<file path="src/design/tcg_pkg.sv">
package tcg_pkg;

    // Character codes with special meaning
    localparam logic [7:0] CODE_LF    = 8'h0A;
    localparam logic [7:0] CODE_CR    = 8'h0D;
    localparam logic [7:0] SUBST_CODE = 8'h3F;  // '?'
    localparam logic [7:0] CODE_LIMIT = 8'h80;

    // Cells are eight pixels wide
    localparam int CELL_SHIFT = 3;

    // Input commands
    localparam logic CMD_PUT  = 1'b0;
    localparam logic CMD_LOAD = 1'b1;

    // Result kinds
    localparam logic KIND_ROW    = 1'b0;
    localparam logic KIND_SCROLL = 1'b1;

    // Configuration register indexes
    localparam int REG_IDX_W = 3;
    localparam logic [REG_IDX_W-1:0] REG_PITCH       = 3'd0;
    localparam logic [REG_IDX_W-1:0] REG_BPP         = 3'd1;
    localparam logic [REG_IDX_W-1:0] REG_TEXT_COLS   = 3'd2;
    localparam logic [REG_IDX_W-1:0] REG_TEXT_ROWS   = 3'd3;
    localparam logic [REG_IDX_W-1:0] REG_GLYPH_H     = 3'd4;
    localparam logic [REG_IDX_W-1:0] REG_GLYPH_COUNT = 3'd5;
    localparam int CFG_DATA_W = 16;

    typedef struct packed {
        logic [15:0] pitch;
        logic [3:0]  pixel_stride;
        logic [7:0]  text_columns;
        logic [7:0]  text_rows;
        logic [5:0]  glyph_height;
        logic [9:0]  glyph_count;
    } cfg_t;

    // Controller to datapath
    typedef struct packed {
        logic load;         // write one font row
        logic cr;           // return column
        logic start;        // latch a put character
        logic mul1;         // first multiply step, fetch glyph row 0
        logic mul2;         // second multiply step, update cursor
        logic emit_row;     // push one pixel row word
        logic emit_scroll;  // push the scroll word
    } dp_cmd_t;

    // Datapath to controller
    typedef struct packed {
        logic in_load;
        logic in_cr;
        logic is_lf;        // latched character was LF
        logic scroll;       // this character scrolls the screen
        logic row_last;     // current glyph row is the final one
        logic out_free;     // output register can take a word
    } dp_status_t;

endpackage

</file>
<file path="src/design/tcg_ctrl.sv">
module tcg_ctrl (
    input  logic                  aclk,
    input  logic                  aresetn,
    input  logic                  s_valid,
    output logic                  s_ready,
    input  tcg_pkg::dp_status_t   status,
    output tcg_pkg::dp_cmd_t      cmd
);

    typedef enum logic [4:0] {
        S_IDLE   = 5'b00001,
        S_MUL1   = 5'b00010,
        S_MUL2   = 5'b00100,
        S_ROW    = 5'b01000,
        S_SCROLL = 5'b10000
    } state_t;

    state_t state_reg, state_next;
    logic   accept;

    assign s_ready = (state_reg == S_IDLE);
    assign accept  = s_valid && s_ready;

    always_comb begin
        state_next = state_reg;
        cmd        = '0;
        unique case (state_reg)
            S_IDLE: begin
                if (accept) begin
                    priority if (status.in_load) begin
                        cmd.load = 1'b1;
                    end else if (status.in_cr) begin
                        cmd.cr = 1'b1;
                    end else begin
                        cmd.start  = 1'b1;
                        state_next = S_MUL1;
                    end
                end
            end
            S_MUL1: begin
                cmd.mul1   = 1'b1;
                state_next = S_MUL2;
            end
            S_MUL2: begin
                cmd.mul2 = 1'b1;
                priority if (!status.is_lf) begin
                    state_next = S_ROW;
                end else if (status.scroll) begin
                    state_next = S_SCROLL;
                end else begin
                    state_next = S_IDLE;
                end
            end
            S_ROW: begin
                if (status.out_free) begin
                    cmd.emit_row = 1'b1;
                    if (status.row_last) begin
                        state_next = status.scroll ? S_SCROLL : S_IDLE;
                    end
                end
            end
            S_SCROLL: begin
                if (status.out_free) begin
                    cmd.emit_scroll = 1'b1;
                    state_next      = S_IDLE;
                end
            end
            default: begin
                state_next = S_IDLE;
            end
        endcase
    end

    always_ff @(posedge aclk) begin
        if (!aresetn) begin
            state_reg <= S_IDLE;
        end else begin
            state_reg <= state_next;
        end
    end

endmodule

</file>
<file path="config.mk">
export PLATFORM = sky130hd
export DESIGN_NAME = tcg_ctrl
export DESIGN_NICKNAME = d
export VERILOG_FILES = /design/src/design/tcg_pkg.sv /design/src/design/tcg_ctrl.sv
export SDC_FILE = /design/constraint.sdc
export NUM_CORES = 1
export LEC_CHECK = 0
export ABC_AREA = 0
export BUFFER_PORTS_ARGS = -buffer_cell sky130_fd_sc_hd__buf_4
export CAP_MARGIN = 10
export CORE_AREA = 3 3 40 42
export CTS_CLUSTER_DIAMETER = 80
export DETAILED_ROUTE_END_ITERATION = 8
export DIE_AREA = 0 0 43 45
export HOLD_SLACK_MARGIN = 0.08
export PLACE_DENSITY_LB_ADDON = 0.05
export SYNTH_ARGS = -nofsm -noshare
export SYNTH_HDL_FRONTEND = slang
export SYNTH_SLANG_ARGS = --single-unit
</file>
<file path="constraint.sdc">
create_clock -name aclk -period 1.7 [get_ports aclk]
set_input_delay 0.34 -clock aclk [delete_from_list [all_inputs] [get_ports aclk]]
set_output_delay 0.34 -clock aclk [all_outputs]
set_load 0.05 [all_outputs]
</file>
## Yosys cells after proc, flatten, opt, wreduce, memory -nomap -nowiden

Index checks and enable logic that the tools add are counted.

- Equal/unequal tests: 11
- Magnitude comparators: 0
- Bitwise logic cells: 0
- Div/mod/pow operators: 0
- Mux-type cells: 20
- Multipliers: 0
- Reductions and logical operators: 2
- $add $sub $neg: 0
- Shift-type cells: 0

Operator list:

| cell | count |
|---|---|
| 5-bit two-way mux | 8 |
| 5-bit one-hot mux with 5 select lines | 1 |
| 2-bit inequality test, second input constant | 5 |
| 1-bit two-way mux | 8 |
| 3-bit two-way mux | 2 |
| 6-bit AND reduction | 1 |
| 5-bit by 1-bit equality test with 1-bit output, second input constant | 1 |
| 5-bit by 2-bit equality test with 1-bit output, second input constant | 1 |
| 5-bit by 3-bit equality test with 1-bit output, second input constant | 1 |
| 5-bit by 4-bit equality test with 1-bit output, second input constant | 1 |
| 5-bit equality test, second input constant | 1 |
| 2-bit two-way mux | 1 |
| 2-bit by 1-bit inequality test with 1-bit output, second input constant | 1 |
| 1-bit logical AND | 1 |

- Bits in writable memories: 0
- Output and inout port bits: 8
- Bits in latches: 0
- Logic and storage cells: 34
- Memories kept: 0
- Input bits: 9
- ROM bits: 0
- Register bits after elaboration: 5

## Logic depth before layout (Yosys ltp)

- Depth after elaboration: 4
- Depth in mapped cells: 5
- Gate-level depth less buffers: 4

## Least setup slack after synthesis

Ideal clock, no wire load.

- Kind: flip-flop to output port
- From: register state_reg[0]
- To: output port cmd[0] in the netlist's numbering
- Arrival: 2.290 ns
- Slack: -0.930 ns
- Path buffers: 1
- Required time: 1.360 ns
- Cell stages (with the launch flop): 5
- Cell sequence: dfxtp_1 > buf_2 > nor2_1 > nand2_1 > nor4b_1

RTL lines:

| what | RTL line | source |
|---|---|---|
| from (decl) | tcg_ctrl.sv:18 | `state_t state_reg, state_next;` |
| from (signal assigned) | tcg_ctrl.sv:78 | `state_reg <= state_next;` |
| to (decl) | tcg_ctrl.sv:7 | `output tcg_pkg::dp_cmd_t cmd` |

==> results.json <==
{
  "power_density_nw_per_um2": 870,
  "outcome": "complete, but fails checks",
  "syn-cell-area_um2": 475,
  "violations": "negative setup slack",
  "drt_iter0_markers": 8,
  "cts_root_buf": "clkbuf_4",
  "via_per_inst": 5.05,
  "topRoutingLayerUsed": "met3",
  "row_count": 13,
  "synth_edf_count": 0,
  "diodes": 0,
  "crit_type": "flop to output port",
  "clkSinkCount": 5,
  "synthTopCellsByArea": "dfxtp_1, a2111oi_4, nor3b_2",
  "cts_tree": "built",
  "antenna_found_initial": 0,
  "hpwlAfterDp_um": 901,
  "largest_reg_flops": 5,
  "final_antenna_net_count": 0,
  "cts_made_buffers": 3,
  "p_int_uw": 387,
  "drv_cap": 0,
  "m1WireLength_um": 468,
  "post_route_cells_drive_above_1_share_pct": 68.4,
  "wl_met2_um": 555,
  "clkPwrFrac_pct": 20.3,
  "hold_class": "primary input to flop",
  "hold_ws_ns": 0.441,
  "area_growth_pct": 62.4,
  "leakagePower_nw": 0.348,
  "ys_warn_count": 0,
  "clockBufferDepth": 2,
  "ys_top_cells_by_count": "nand2_1, dfxtp_1, inv_1, nor3_1",
  "syn_avg_cell_area_um2": 9.32,
  "synth.most_common_cell": "nand2_1",
  "place_area_um2": 683,
  "grt_pass1_vias": 487,
  "period_share_pct": 100,
  "grt.total_usage_pct": 12.8,
  "comb_power_share_pct": 54.5,
  "cp.required_ns": 1.36,
  "overflow": 0,
  "finalSetupTns_ns": -0.00245,
  "rsz0062_at_grt": "yes",
  "preCtsSetupSlack_ns": 0.121,
  "seqPwrFrac_pct": 25.3,
  "placed_cells": 84,
  "core_area_um2": 1280,
  "fin_util_pct": 60.1,
  "fmax_mhz": 587,
  "switching_share_pct": 42.4,
  "instances_no_fill": 91,
  "drt-wirelength-per-cell_um": 12.0,
  "synth_nets": 60,
  "finalSetupViolCount": 1,
  "end_kind": "output port",
  "vias": 460,
  "ys_types": 30,
  "synthFlopType": "dfxtp_1",
  "report.final.hold_viol_count": 0,
  "wl_mm": 1.10,
  "netlist.area_leader.share_pct": 21.1,
  "synth_seq_cells": 5,
  "die_area_um2": 1940,
  "start_kind": "flop",
  "synthCells": 51,
  "max-vdd-ir-drop_v": 0.000549,
  "clk_pin_slew_worst_paths_ns": 0.05,
  "place.gp.congestion": 0.740,
  "tightest_slew_ns": 0.340,
  "max_slew_margin_pct": 77.3,
  "p_sw_uw": 285,
  "period_needed_ns": 1.70,
  "ys_seq_area_share_pct": 21.1,
  "slew_viol_final": 0,
  "design_area_um2": 772,
  "dieHeight_um": 45,
  "fillers": 122,
  "cts_max_level": 1,
  "insertion_delay_ns": 0.24,
  "fin_worst_skew_ns": 0.00400,
  "initial_utilization_pct": 37.0,
  "fp.dieW_um": 43,
  "total_power_uw": 671,
  "grt_max_degree": 9,
  "arrival_ns": 1.36,
  "io_buffers": 16,
  "setup_ws_ns": -0.00245,
  "dr.pass1.iters": 4,
  "fin_nets": 86,
  "wl_met3_um": 72,
  "io_pins": 17,
  "yosys.area.top_type": "dfxtp_1",
  "grt_pass1_wl_mm": 1.93,
  "drc": 0,
  "synthArstFlopShare_pct": 0,
  "worstPathMaxFanout": 4
}
final cells by class:
cell class / instances / area, um^2 / area share [%]
multi-input cells: 38 / 394 / 51.1
repair buffers: 25 / 203 / 26.3
flip-flops and latches: 5 / 109 / 14.1
clock buffers: 3 / 22.5 / 2.92
inverters: 4 / 20.0 / 2.59
well taps: 15 / 18.8 / 2.43
clock inverters: 1 / 5.00 / 0.648
cell usage in the layout, fill, tap and decap left out, types with 2 or more instances in the layout:
master    Yosys  routed
and3b_1       2       2
buf_4         0      21
buf_6         2       4
clkbuf_4      0       3
dfxtp_2       0       4
inv_1         3       3
nand2_1       6       4
nand4_1       2       2
nor2_4        0       2
nor3_4        0       2
nor3b_4       0       2
o211a_1       2       2
o21ai_0       2       2
kinds of logic after synthesis:
group / count (synthesis) / synth area share (%)
DFF: 5 / 21.1
AOI/OAI and AO/OA: 9 / 20.5
xor gates and xnor gates: 1 / 1.84
and+or+nand+nor: 28 / 45.5
buffers and inverters: 8 / 11.1
power by group through the flow:
stage	Clock, mW	Sequential [mW]	Combinational (mW)
after global routing	0.149	0.173	0.390
after detailed placement	0	0.155	0.325
after global placement	0	0.154	0.325
after floorplan	0	0.136	0.258
final	0.136	0.170	0.366
after CTS	0.142	0.164	0.364
critical path, stage by stage, from the launching register on:
cell and delay, ns:
dfxtp_2 0.34, and4bb_4 0.36, nand2_4 0.07, nor3b_4 0.17, buf_6 0.18
layer usage:
| layer | up-vias | global-route usage [%] |
|---|---|---|
| met4 | 0 | 4.22 |
| met3 | 0 | 2.39 |
| li1 | 235 | - |
| met5 | - | 0 |
| met2 | 16 | 23.4 |
| met1 | 209 | 15.2 |
final timing paths:
kind | startpoint | to | slack (ns) | cells after the start
min reg2reg | state_reg[1]$_SDFFE_PN0P_ | state_reg[2]$_SDFFE_PN0P_ | 0.67 | 3
max | state_reg[1]$_SDFFE_PN0P_ | cmd[5] | -0.002 | 4
min | aresetn | state_reg[0]$_SDFFE_PN1P_ | 0.44 | 3
max reg2reg | state_reg[3]$_SDFFE_PN0P_ | state_reg[1]$_SDFFE_PN0P_ | 0.32 | 5
what timing repair did:
item / in CTS / in global routing
hold buffers: 0 / 0
setup buffers: 3 / 0
gates resized for setup: 9 / 4
setup endpoints to repair: 5 / 4
pin swaps: 3 / 2
(Power assumes the default switching activity.)
